[config.mk]
export PLATFORM = sky130hd
export DESIGN_NAME = http_chunked_body_decoder
export DESIGN_NICKNAME = d
export VERILOG_FILES = /design/src/rtl/hcbd_pkg.sv /design/src/rtl/hcbd_core.sv /design/src/rtl/http_chunked_body_decoder.sv
export SDC_FILE = /design/constraint.sdc
export NUM_CORES = 1
export LEC_CHECK = 0
export BUFFER_PORTS_ARGS = -buffer_cell sky130_fd_sc_hd__buf_2
export CORE_MARGIN = 3
export CORE_UTILIZATION = 25
export CTS_BUF_LIST = sky130_fd_sc_hd__clkbuf_8 sky130_fd_sc_hd__clkbuf_16
export DETAILED_ROUTE_END_ITERATION = 8
export SLEW_MARGIN = 20
export SYNTH_ARGS = -nofsm -noshare
export SYNTH_HDL_FRONTEND = slang
export SYNTH_HIERARCHICAL = 1
export SYNTH_SLANG_ARGS = --single-unit
[constraint.sdc]
create_clock -name clk_i -period 4.15 [get_ports clk_i]
set_input_delay 0.83 -clock clk_i [delete_from_list [all_inputs] [get_ports clk_i]]
set_output_delay 0.83 -clock clk_i [all_outputs]
set_load 0.01 [all_outputs]
[src/rtl/hcbd_pkg.sv]
// Shared types and constants for the HTTP chunked body decoder.
// No dependencies; imported by hcbd_core and the top level.
`default_nettype none

package hcbd_pkg;

  // Default counter width for the chunk size field
  localparam int unsigned SIZE_BITS_DEFAULT = 32;

  // Reset value of the extension gap limit register
  localparam logic [7:0] GAP_LIMIT_RESET = 8'd10;

  // Line delimiters
  localparam logic [7:0] CHAR_CR = 8'h0D;
  localparam logic [7:0] CHAR_LF = 8'h0A;

  // Outcome of parsing one byte; emit marks that a result transaction is due
  typedef struct packed {
    logic       emit;
    logic       parse_error;
    logic       message_end;
    logic       is_data;
    logic [7:0] data_byte;
  } hcbd_result_t;

endpackage

`default_nettype wire

[src/rtl/hcbd_core.sv]
// Chunked-body parser state and per-byte next-state logic.
// Depends on hcbd_pkg (result struct, CR/LF codes).
`default_nettype none

module hcbd_core #(
  parameter int unsigned SIZE_BITS = hcbd_pkg::SIZE_BITS_DEFAULT
) (
  input  wire logic                 clk_i,
  input  wire logic                 rst_ni,
  input  wire logic                 step_i,
  input  wire logic [7:0]           byte_i,
  input  wire logic                 sob_i,
  input  wire logic [7:0]           gap_limit_i,
  output hcbd_pkg::hcbd_result_t    result_o
);
  import hcbd_pkg::*;

  typedef enum logic [7:0] {
    PH_SIZE    = 8'b0000_0001,
    PH_EXT     = 8'b0000_0010,
    PH_SIZE_LF = 8'b0000_0100,
    PH_DATA    = 8'b0000_1000,
    PH_TRL_CR  = 8'b0001_0000,
    PH_TRL_LF  = 8'b0010_0000,
    PH_DONE    = 8'b0100_0000,
    PH_ERROR   = 8'b1000_0000
  } phase_e;

  phase_e               phase_q, phase_d, phase_cur;
  logic [SIZE_BITS-1:0] rem_q, rem_d, rem_cur;
  logic [7:0]           gap_q, gap_d, gap_cur, gap_inc;
  logic                 seen_q, seen_d, seen_cur;
  logic                 hex_ok;
  logic [3:0]           hex_val;
  hcbd_result_t         res;

  // {valid, nibble} for an ASCII hex digit
  function automatic logic [4:0] hex_decode(input logic [7:0] b);
    logic [4:0] r;
    r = 5'd0;
    if (b >= 8'h30 && b <= 8'h39) begin
      r = {1'b1, 4'(b - 8'h30)};
    end else if (b >= 8'h61 && b <= 8'h66) begin
      r = {1'b1, 4'(b - 8'h57)};
    end else if (b >= 8'h41 && b <= 8'h46) begin
      r = {1'b1, 4'(b - 8'h37)};
    end
    return r;
  endfunction

  assign {hex_ok, hex_val} = hex_decode(byte_i);

  // start of body restarts the parser ahead of this byte
  assign phase_cur = sob_i ? PH_SIZE : phase_q;
  assign rem_cur   = sob_i ? '0 : rem_q;
  assign gap_cur   = sob_i ? 8'd0 : gap_q;
  assign seen_cur  = sob_i ? 1'b0 : seen_q;
  assign gap_inc   = gap_cur + 8'd1;

  always_comb begin
    phase_d = phase_cur;
    rem_d   = rem_cur;
    gap_d   = gap_cur;
    seen_d  = seen_cur;
    res     = '0;
    unique case (phase_cur)
      PH_SIZE: begin
        if (hex_ok) begin
          if (rem_cur[SIZE_BITS-1 -: 4] != 4'd0) begin
            phase_d = PH_ERROR;   // size overflow
            res.parse_error = 1'b1;
            res.emit = 1'b1;
          end else begin
            rem_d  = {rem_cur[SIZE_BITS-5:0], hex_val};
            seen_d = 1'b1;
          end
        end else if (!seen_cur) begin
          phase_d = PH_ERROR;     // no digit on the size line
          res.parse_error = 1'b1;
          res.emit = 1'b1;
        end else if (byte_i == CHAR_CR) begin
          gap_d   = 8'd0;
          phase_d = PH_SIZE_LF;
        end else if (gap_limit_i == 8'd0) begin
          phase_d = PH_ERROR;
          res.parse_error = 1'b1;
          res.emit = 1'b1;
        end else begin
          gap_d   = 8'd1;
          phase_d = PH_EXT;
        end
      end
      PH_EXT: begin
        if (byte_i == CHAR_CR) begin
          phase_d = PH_SIZE_LF;
        end else if (gap_cur >= gap_limit_i) begin
          phase_d = PH_ERROR;
          res.parse_error = 1'b1;
          res.emit = 1'b1;
        end else begin
          gap_d = gap_inc;
        end
      end
      PH_SIZE_LF: begin
        if (byte_i == CHAR_LF) begin
          seen_d = 1'b0;
          gap_d  = 8'd0;
          if (rem_cur == '0) begin
            phase_d = PH_DONE;
            res.message_end = 1'b1;
            res.emit = 1'b1;
          end else begin
            phase_d = PH_DATA;
          end
        end else if (gap_cur >= gap_limit_i) begin
          phase_d = PH_ERROR;
          res.parse_error = 1'b1;
          res.emit = 1'b1;
        end else if (byte_i == CHAR_CR) begin
          // stray CR counts once, the new CR waits for its LF
          gap_d = gap_inc;
        end else if (gap_inc >= gap_limit_i) begin
          // stray CR plus this byte both count as extension
          phase_d = PH_ERROR;
          res.parse_error = 1'b1;
          res.emit = 1'b1;
        end else begin
          gap_d   = gap_inc + 8'd1;
          phase_d = PH_EXT;
        end
      end
      PH_DATA: begin
        rem_d = rem_cur - SIZE_BITS'(1);
        if (rem_cur == SIZE_BITS'(1)) begin
          phase_d = PH_TRL_CR;
        end
        res.data_byte = byte_i;
        res.is_data   = 1'b1;
        res.emit      = 1'b1;
      end
      PH_TRL_CR: begin
        phase_d = PH_TRL_LF;
      end
      PH_TRL_LF: begin
        phase_d = PH_SIZE;
        rem_d   = '0;
        gap_d   = 8'd0;
        seen_d  = 1'b0;
      end
      default: begin
        // done or failed: hold until the next start of body
      end
    endcase
  end

  always_ff @(posedge clk_i or negedge rst_ni) begin
    if (!rst_ni) begin
      phase_q <= PH_SIZE;
      rem_q   <= '0;
      gap_q   <= 8'd0;
      seen_q  <= 1'b0;
    end else if (step_i) begin
      phase_q <= phase_d;
      rem_q   <= rem_d;
      gap_q   <= gap_d;
      seen_q  <= seen_d;
    end
  end

  assign result_o = res;

endmodule

`default_nettype wire

[src/rtl/http_chunked_body_decoder.sv]
// Top level of the HTTP/1.1 chunked body decoder: stream ports, input and
// result registers, config register. Depends on hcbd_pkg and hcbd_core.
//
//  channel | direction | tdata / data          | tuser                          | sideband
//  --------+-----------+-----------------------+--------------------------------+---------
//  s_axis  | in        | [7:0] in_byte         | [0] start_of_body              | -
//  m_axis  | out       | [7:0] data_byte       | [0] is_data [1] message_end    | -
//          |           |                       | [2] parse_error                |
//  cfg     | in        | [7:0] ext. gap limit  | -                              | -
//
// One byte per cycle sustained while the output is not stalled. A byte is
// registered on acceptance, parsed from the input register, and its result
// is registered. Chunk size, gap count and phase update once per parsed byte;
// bytes that produce no result leave the output alone. Reset puts the parser at
// "waiting for a size line" and the gap limit at 10. A stalled output holds its
// transaction; the input then takes one more byte and stalls until it drains.
`default_nettype none

module http_chunked_body_decoder #(
  parameter int unsigned SIZE_BITS = hcbd_pkg::SIZE_BITS_DEFAULT
) (
  input  wire logic       clk_i,
  input  wire logic       rst_ni,
  // input stream
  input  wire logic       s_axis_tvalid_i,
  output logic            s_axis_tready_o,
  input  wire logic [7:0] s_axis_tdata_i,   // [7:0] in_byte
  input  wire logic [0:0] s_axis_tuser_i,   // [0] start_of_body
  // result stream
  output logic            m_axis_tvalid_o,
  input  wire logic       m_axis_tready_i,
  output logic [7:0]      m_axis_tdata_o,   // [7:0] data_byte
  output logic [2:0]      m_axis_tuser_o,   // [0] is_data [1] message_end [2] parse_error
  // config write
  input  wire logic       cfg_valid_i,
  output logic            cfg_ready_o,
  input  wire logic [7:0] cfg_data_i        // extension gap limit
);
  import hcbd_pkg::*;

  logic         in_valid_q;
  logic [7:0]   in_byte_q;
  logic         in_sob_q;
  logic         out_valid_q;
  logic [7:0]   out_data_q;
  logic [2:0]   out_flags_q;
  logic [7:0]   gap_limit_q;
  logic         advance;
  hcbd_result_t result;

  // parse when a byte is staged and the result register is free or draining
  assign advance         = in_valid_q && (!out_valid_q || m_axis_tready_i);
  assign s_axis_tready_o = !in_valid_q || advance;
  assign cfg_ready_o     = 1'b1;

  always_ff @(posedge clk_i or negedge rst_ni) begin
    if (!rst_ni) begin
      gap_limit_q <= GAP_LIMIT_RESET;
    end else if (cfg_valid_i) begin
      gap_limit_q <= cfg_data_i;
    end
  end

  // input register
  always_ff @(posedge clk_i or negedge rst_ni) begin
    if (!rst_ni) begin
      in_valid_q <= 1'b0;
    end else if (s_axis_tready_o) begin
      in_valid_q <= s_axis_tvalid_i;
    end
  end

  always_ff @(posedge clk_i) begin
    if (s_axis_tvalid_i && s_axis_tready_o) begin
      in_byte_q <= s_axis_tdata_i;
      in_sob_q  <= s_axis_tuser_i[0];
    end
  end

  hcbd_core #(
    .SIZE_BITS(SIZE_BITS)
  ) u_core (
    .clk_i      (clk_i),
    .rst_ni     (rst_ni),
    .step_i     (advance),
    .byte_i     (in_byte_q),
    .sob_i      (in_sob_q),
    .gap_limit_i(gap_limit_q),
    .result_o   (result)
  );

  // result register
  always_ff @(posedge clk_i or negedge rst_ni) begin
    if (!rst_ni) begin
      out_valid_q <= 1'b0;
    end else if (advance && result.emit) begin
      out_valid_q <= 1'b1;
    end else if (m_axis_tready_i) begin
      out_valid_q <= 1'b0;
    end
  end

  always_ff @(posedge clk_i) begin
    if (advance && result.emit) begin
      out_data_q  <= result.data_byte;
      out_flags_q <= {result.parse_error, result.message_end, result.is_data};
    end
  end

  assign m_axis_tvalid_o = out_valid_q;
  assign m_axis_tdata_o  = out_data_q;
  assign m_axis_tuser_o  = out_flags_q;

endmodule

`default_nettype wire

After elaboration in Yosys (flattened, before gate mapping). Index checks and enable logic that the tools add are counted. W data, S select, Z words.

Output and inout port bits: 14. Register bits after elaboration: 79.

Reduce and logical (&&, ||, !) cells: 15. Order comparisons: 8. $add $sub $neg: 6. Equality and inequality tests: 9. Multiplexer cells: 57.

Operators with widths (number): $mux W8 (24); $mux W32 (3); $pmux W32 S3 (1); $pmux W8 S6 (1); $eq A32 B1 Y1 const B (1); $logic_not A32 Y1 (1); $pmux W8 S4 (1); $sub A32 B1 Y32 const B (1); $eq A8 B4 Y1 const B (3); $mux W2 (10); $add A8 B1 Y8 const B (2); $ge A8 B7 Y1 const B (2); $ge A8 B8 Y1 (2); $le A8 B7 Y1 const B (2); $mux W5 (3); $mux W1 (9); $mux W9 (1); $eq A8 B1 Y1 const B (1); $eq A8 B2 Y1 const B (1); $eq A8 B3 Y1 const B (1); $eq A8 B5 Y1 const B (1); $eq A8 B6 Y1 const B (1); $ge A8 B6 Y1 const B (1); $le A8 B6 Y1 const B (1); other kinds (12) (21).

Longest topological paths before layout. Gate-level depths: netlist of run 1.

Depth after elaboration: 10. Depth in mapped cells: 20. Depth with buffers taken out: 18.

By module. The synthesis of run 1 kept the hierarchy.

Modules (own cells, without submodules): hcbd_core (cells an instance 585, instances 1, seq. area each 1227.4 µm², area an instance 4723.3 µm²); http_chunked_body_decoder (cells an instance 49, instances 1, seq. area each 853.3 µm², area an instance 1042.2 µm²).

Worst setup path before layout of run 1. Ideal clock, no wire load.

Kind: register to register. From: reg in_sob_q. To: reg out_data_q[0], in the netlist m_axis_tdata_o[0] (enable). Data arrival time: 3.847 ns. Path slack: -0.076 ns. Library setup time: 0.380 ns. Stages on the path, launching flop included: 19. Cell sequence: edfxtp_1 -> buf_2 -> inv_1 -> clkbuf_1 -> nand2_1 -> inv_1 -> ha_1 -> nand3_1 -> mux2_2 -> ha_1 -> o211a_1 -> a211oi_1 -> o31ai_1 -> inv_1 -> o22ai_1 -> a221o_1 -> or3_1 -> nand2_1 -> nor2b_1.

RTL lines: start, declared (RTL line http_chunked_body_decoder.sv:43) `logic in_sob_q;`; start signal, assigned (RTL line http_chunked_body_decoder.sv:76) `in_sob_q <= s_axis_tuser_i[0];`; end signal, assigned (RTL line http_chunked_body_decoder.sv:105) `out_data_q <= result.data_byte;`; end, declared (RTL line http_chunked_body_decoder.sv:45) `logic [7:0] out_data_q;`.

==> results.py, run 1 <==
metrics = {
    "worst_hold_path": {
        "hold_path.class": "primary input to asynchronous set/reset pin",
    },
    "critical_path": {
        "cpMostUsedCell": "sky130_fd_sc_hd__inv_1",
        "critical_path.cell_chain": "inv_1, nand2_1, inv_1, ha_1, nand3_1, mux2_2, ha_1, or4_1, a21oi_1, o31ai_1, inv_1, o22ai_1, a221o_1, or3_1, nand2_1, nor2b_2",
        "timing.critical_path.max_delay_family": "simple AND/OR/NAND/NOR gates",
        "critical_path_required_ns": 4.23,
        "critPathBufInv": 3,
        "worst_setup_path_start_kind": "flip-flop",
        "critical_path_arrival_ns": 3.85,
        "endpoint_kind": "flip-flop",
        "crit_path_top_delay_cell": "sky130_fd_sc_hd__or4_1",
        "path_class": "flip-flop to flip-flop",
        "cp_max_fo": 11,
        "timing.critical_path.slowest_cell_delay_ns": 0.47,
    },
    "synth": {
        "synth_most_common_cell": "sky130_fd_sc_hd__nor2_1",
        "yosys.area.top_type_share": 0.243,
        "most_area_consuming_cells_after_synthesis": "sky130_fd_sc_hd__dfrtp_1 24%, sky130_fd_sc_hd__edfxtp_1 10%, sky130_fd_sc_hd__ha_1 5.0%, sky130_fd_sc_hd__nor2_1 3.7%, sky130_fd_sc_hd__a21oi_1 3.4%",
        "post_synth_most_frequent_cells": "57 x sky130_fd_sc_hd__nor2_1, 56 x sky130_fd_sc_hd__dfrtp_1, 50 x sky130_fd_sc_hd__nand2_1",
        "post_synth_instance_area_um2": 5770,
        "post_synth_num_cell_types": 92,
        "yosysWarningCount": 6,
        "synth-seq-cells": 79,
        "nets_in_the_synthesized_netlist": 679,
        "async_flop_share": 0.747,
        "syn_avg_cell_area_um2": 9.09,
        "synth-edff-count": 20,
        "netlist.top_cell.by_area": "sky130_fd_sc_hd__dfrtp_1",
        "dominantRegCellSynth": "sky130_fd_sc_hd__dfrtp_1",
        "sequential_element_share_of_the_synthesized_area": 0.361,
        "synthesis.instances": 634,
    },
    "clocking": {
        "insertion_delay_ns": 0.35,
        "clock_tree.htree_level_count": 3,
        "post_cts_sizing": 0,
        "post-cts-setup-buffers": 0,
        "cts_buffer_depth": 2,
        "cts_bufs_inserted": 9,
        "cts-hold-fix-buffers": 0,
        "root_buffer_master": "sky130_fd_sc_hd__clkbuf_16",
        "tritoncts_num_sinks": 79,
        "path_clk_slew_ns": 0.06,
        "cts_tree": "yes",
    },
    "timing": {
        "timing.setup.tns_ns": 0,
        "worst_slew_margin_rel": 0.456,
        "hold_slack_ns": 0.534,
        "timing.final.crit_period_ns": 3.77,
        "f_max_mhz": 265,
        "clock_skews_ns": 0.00959,
        "timing.final.setup_violations": 0,
        "rsz0062_at_grt": "no",
        "timing_hold_violations_final": 0,
        "max_slew.worst_pin.slew_ns": 0.808,
        "max_slew_violation_total_from_the_final_report": 0,
        "finalCritPeriodShare": 0.909,
    },
    "place": {
        "post-place-cells": 929,
        "detailedPlacementHpwl_um": 11500,
        "place.port_buffers": 34,
        "finalWeightedCongestion": 0.873,
    },
    "floorplanning": {
        "placeableCoreArea_um2": 22200,
        "die_h_um": 158,
        "chipWidth_um": 158,
        "floorplan.io_pins": 36,
        "rows": 54,
        "fp.dieArea_um2": 24900,
        "initial_cell_density_of_the_core": 0.259,
    },
    "routing": {
        "routed-via-count": 5241,
        "drt_iter0_markers": 709,
        "vias_per_cell": 5.55,
        "drc": 0,
        "finalWirelength_um": 16700,
        "detailed_routing_iterations_pass_1": 5,
        "routed_wire_length_per_instance_um": 17.6,
        "antenna_violating_nets_post_route": 0,
    },
    "outcome": {
        "outcome": "completed",
    },
    "grt": {
        "gr-usage-all-layers": 0.134,
        "antenna_found_initial": 0,
        "grt_pass1_vias": 5015,
        "grt_overflow_total": 0,
        "pin_count_of_the_biggest_net_entering_global_routing": 56,
        "grt_pass1_wl_um": 26800,
    },
    "power": {
        "cellLeakagePower_nw": 2.74,
        "powerDensity_nw_per_um2": 436,
        "worst_ir_drop_vdd_uv": 259,
    },
    "cells_and_area": {
        "post_route_cells_drive_above_1_share": 0.170,
        "num-nets-final": 705,
        "flow.area_growth_from_synthesis_pct": 12.7,
        "final_cells": 945,
        "fill_cells": 2324,
        "n_antenna_cell": 0,
    },
    "job": {
        "max_cap_viol_count": 0,
    },
}
## report_power, final
part           switching (mW)  internal (mW)  leakage [nW]
Combinational           0.643          0.379          1.63
Clock                   0.335          0.420         0.140
Sequential              0.142          0.914         0.971
## through the flow
step / worst slack [ns] / power [mW] / util / area, um2
3_3_place_gp: 0.427 / 2.06 / 0.280 / 6220
6_report: 0.379 / 2.83 / 0.292 / 6500
2_1_floorplan: 0.123 / 1.78 / - / 5770
4_1_cts: 0.297 / 2.84 / 0.292 / 6490
3_5_place_dp: 0.323 / 2.07 / 0.280 / 6220
5_1_grt: 0.149 / 3.01 / 0.292 / 6500
## metal layers
| metal | wire length [um] | GRT usage | up-vias |
|---|---|---|---|
| met1 | 8040 | 0.193 | 2575 |
| met5 | 0 | 0 | - |
| met3 | 898 | 0.0175 | 25 |
| li1 | - | - | 2450 |
| met2 | 7390 | 0.204 | 191 |
| met4 | 339 | 0.0521 | 0 |
## logic make-up (layout without fill, tap and decap cells)
kind of cell,count (synthesis),in the layout,share of synthesized area
buffers and inverters,61,92,0.0488
AO/OA/AOI/OAI,211,211,0.270
flip-flops,79,79,0.361
XOR/XNOR,13,13,0.0197
multiplexers,18,18,0.0388
adder cells (fa/ha/maj),23,23,0.0499
other,1,1,0.000650
AND/OR/NAND/NOR,228,228,0.211
## cells in the final DEF (no fill, tap or decap), drive strengths merged, types with 13 or more instances in the layout
cell	synthesis	layout
nor2	58	58
dfrtp	56	56
nand2	50	50
buf	16	48
o21ai	45	45
a21oi	40	40
inv	28	29
ha	23	23
nor3	21	21
edfxtp	20	20
nand3	13	13
nand2b	13	13
a31oi	13	13
## final timing paths
kind	start	slack [ns]	cells after the start	end
max	in_sob_q$_DFFE_PP_	0.38	16	m_axis_tdata_o[7]$_DFFE_PP_
min	rst_ni	0.53	1	gap_limit_q[5]$_DFFE_PN0P_
max reg2reg	in_sob_q$_DFFE_PP_	0.38	16	m_axis_tdata_o[7]$_DFFE_PP_
min reg2reg	u_core/seen_q$_DFFE_PN0P_	0.54	1	u_core/seen_q$_DFFE_PN0P_
max in group asynchronous	rst_ni	2.64	2	u_core/phase_q[0]$_DFFE_PN1P_
min in group clk_i	u_core/seen_q$_DFFE_PN0P_	0.54	1	u_core/seen_q$_DFFE_PN0P_
## area by class of cell
type | instances | area, um2 | area share
clock buffer | 10 | 239 | 0.0368
sequential | 79 | 2080 | 0.320
multi-input combinational | 494 | 3410 | 0.525
clock inverter | 6 | 38.8 | 0.00597
timing repair buffer | 48 | 275 | 0.0423
inverter | 28 | 105 | 0.0162
tap | 280 | 350 | 0.0539
## flip-flops by register name, summed over array words and instances, names as in the netlist
register	cells
u_core/rem_q	32
in_sob_q	1
gap_limit_q	8
u_core/phase_q	8
u_core/gap_q	8
m_axis_tvalid_o	1
in_valid_q	1
in_byte_q	8
u_core/seen_q	1
m_axis_tdata_o	8
m_axis_tuser_o	3
Note: power is estimated with default switching activity, not from simulation.
==> inputs of run 2 (changes only) <==
--- a/config.mk
+++ b/config.mk
@@ -7,7 +7,7 @@
 export LEC_CHECK = 0
 export BUFFER_PORTS_ARGS = -buffer_cell sky130_fd_sc_hd__buf_2
 export CORE_MARGIN = 3
-export CORE_UTILIZATION = 25
+export CORE_UTILIZATION = 40
 export CTS_BUF_LIST = sky130_fd_sc_hd__clkbuf_8 sky130_fd_sc_hd__clkbuf_16
 export DETAILED_ROUTE_END_ITERATION = 8
 export SLEW_MARGIN = 20
==> run 2 against run 1 <==
Compared with the run above:
- first-iteration DRC count down 25%
- sequential power about the same
- worst setup slack worse by 0.12 ns
- clock-buffer cell count unchanged
- via count up 0.86%
- hold slack worse by 0.057 ns
- die area down 36%
- routed wire length down 1.4%
- flip-flop and latch count unchanged
- highest routed layer unchanged
==> results.py, run 2 (synthesis gave the netlist of run 1 again) <==
metrics = {
    "outcome": {
        "outcome": "completed",
    },
    "clocking": {
        "path_clk_slew_ns": 0.06,
        "cts_tree": "yes",
        "cts_bufs_inserted": 9,
        "insertion_delay_ns": 0.35,
        "post_cts_sizing": 0,
        "post-cts-setup-buffers": 0,
        "cts_buffer_depth": 2,
        "root_buffer_master": "sky130_fd_sc_hd__clkbuf_16",
        "tritoncts_num_sinks": 79,
        "clock_tree.htree_level_count": 3,
        "cts-hold-fix-buffers": 0,
    },
    "routing": {
        "routed-via-count": 5286,
        "routed_wire_length_per_instance_um": 19.5,
        "antenna_violating_nets_post_route": 0,
        "drt_iter0_markers": 534,
        "vias_per_cell": 6.26,
        "detailed_routing_iterations_pass_1": 5,
        "finalWirelength_um": 16400,
        "drc": 0,
    },
    "grt": {
        "gr-usage-all-layers": 0.211,
        "grt_pass1_wl_um": 27200,
        "antenna_found_initial": 0,
        "grt_overflow_total": 0,
        "pin_count_of_the_biggest_net_entering_global_routing": 42,
        "grt_pass1_vias": 5084,
    },
    "cells_and_area": {
        "ff_latch_area_um2": 2080,
        "largest_reg_flops": 32,
        "num-nets-final": 705,
        "max_flop_register": "u_core/rem_q",
        "post_route_cells_drive_above_1_share": 0.173,
        "finished_core_util": 0.460,
        "multi_input_area_um2": 3420,
        "fill_cells": 1342,
        "flow.area_growth_from_synthesis_pct": 11.7,
        "n_antenna_cell": 0,
        "layout.cells.most_common_list": "57 x sky130_fd_sc_hd__nor2_1, 56 x sky130_fd_sc_hd__dfrtp_1, 50 x sky130_fd_sc_hd__nand2_1",
        "layout_commonest_cell": "sky130_fd_sc_hd__nor2_1",
    },
    "critical_path": {
        "critical_path_required_ns": 4.25,
        "critPathCapture": "m_axis_tuser_o[0]$_DFFE_PP_",
        "critical_path.cell_chain": "nand2b_1, inv_1, ha_2, nand3_1, mux2_2, ha_1, or4_1, a21oi_1, o31ai_1, inv_1, o22ai_1, a221o_1, or3_1, nand2_1, nor2b_4",
        "endpoint_kind": "flip-flop",
        "stages_on_the_worst_setup_path": 15,
        "r2r_setup_slack_ns": 0.26,
        "timing.critical_path.max_delay_family": "simple AND/OR/NAND/NOR gates",
        "r2r_start": "in_sob_q$_DFFE_PP_",
        "path_class": "flip-flop to flip-flop",
        "worst_setup_startpoint": "in_sob_q$_DFFE_PP_",
        "critPathBufInv": 2,
        "cpMostUsedCell": "sky130_fd_sc_hd__inv_1",
        "timing.critical_path.slowest_cell_delay_ns": 0.46,
        "regToRegEndpoint": "m_axis_tuser_o[0]$_DFFE_PP_",
        "critical_path_arrival_ns": 3.99,
        "cp_max_fo": 11,
        "crit_path_top_delay_cell": "sky130_fd_sc_hd__or4_1",
        "worst_setup_path_start_kind": "flip-flop",
        "rr_worst_depth": 15,
    },
    "floorplanning": {
        "initial_cell_density_of_the_core": 0.412,
        "fp.dieArea_um2": 15900,
        "rows": 43,
        "die_h_um": 126,
        "placeableCoreArea_um2": 14000,
        "chipWidth_um": 126,
        "floorplan.io_pins": 36,
    },
    "timing": {
        "clock_skews_ns": 0.00677,
        "worst_slew_margin_rel": 0.446,
        "timing.final.setup_violations": 0,
        "layout_setup_ws_ns": 0.260,
        "f_max_mhz": 257,
        "timing_hold_violations_final": 0,
        "finalCritPeriodShare": 0.937,
        "max_slew.worst_pin.slew_ns": 0.820,
        "max_slew_violation_total_from_the_final_report": 0,
        "timing.setup.tns_ns": 0,
        "rsz0062_at_grt": "no",
        "hold_slack_ns": 0.476,
        "timing.final.crit_period_ns": 3.89,
    },
    "power": {
        "intPower_mw": 1.84,
        "netSwitchingPower_mw": 1.13,
        "cellLeakagePower_nw": 2.77,
        "clock_power_share": 0.298,
        "seqPwrFrac": 0.354,
        "swShare": 0.380,
        "power_mw": 2.98,
        "worst_ir_drop_vdd_uv": 282,
        "powerDensity_nw_per_um2": 462,
        "comb_power_share": 0.348,
    },
    "job": {
        "max_cap_viol_count": 0,
    },
    "place": {
        "detailedPlace.worstSlack_ns": 0.163,
        "finalWeightedCongestion": 0.916,
        "place.port_buffers": 34,
        "detailedPlacementHpwl_um": 11700,
    },
    "worst_hold_path": {
        "hold_path.class": "primary input to asynchronous set/reset pin",
    },
}
-- run 2: power groups by stage --
stage | clock network, mW | logic (mW) | registers (mW)
after floorplan | 0 | 0.764 | 1.02
after global placement | 0 | 0.993 | 1.06
after detailed placement | 0 | 1.00 | 1.06
after CTS | 0.902 | 1.01 | 1.05
after global routing | 0.939 | 1.14 | 1.07
final | 0.888 | 1.03 | 1.05
-- run 2: area by class of cell --
| type | count | share of cell area |
|---|---|---|
| multi-input cells | 494 | 0.531 |
| well taps | 180 | 0.0350 |
| clock buffers | 10 | 0.0371 |
| flip-flops and latches | 79 | 0.323 |
| repair buffers | 48 | 0.0431 |
| inverters | 28 | 0.0163 |
| clock inverters | 6 | 0.0146 |
-- run 2: worst min-delay path by stage --
stage / from / to / slack [ns] / cells after the start
after global routing: rst_ni / u_core/rem_q[10]$_DFFE_PN0P_ / 0.53 / 1
after CTS: u_core/seen_q$_DFFE_PN0P_ / u_core/seen_q$_DFFE_PN0P_ / 0.50 / 1
after global placement: u_core/seen_q$_DFFE_PN0P_ / u_core/seen_q$_DFFE_PN0P_ / 0.48 / 1
final: rst_ni / u_core/rem_q[10]$_DFFE_PN0P_ / 0.48 / 1
after detailed placement: u_core/seen_q$_DFFE_PN0P_ / u_core/seen_q$_DFFE_PN0P_ / 0.48 / 1
after floorplan: u_core/seen_q$_DFFE_PN0P_ / u_core/seen_q$_DFFE_PN0P_ / 0.46 / 1
-- run 2: routing by layer --
metal,up-vias,part of all wire,global-route usage
li1,2466,-,-
met1,2553,0.47,0.318
met2,238,0.43,0.299
met3,29,0.078,0.0411
met4,0,0.019,0.0770
met5,-,0,0
-- run 2: per-stage QoR --
stage / cells / cell area (um2)
6_report: 845 / 6440
5_1_grt: 845 / 6440
4_1_cts: 845 / 6420
3_5_place_dp: 829 / 6090
3_3_place_gp: 829 / 6090
2_1_floorplan: 634 / 5770
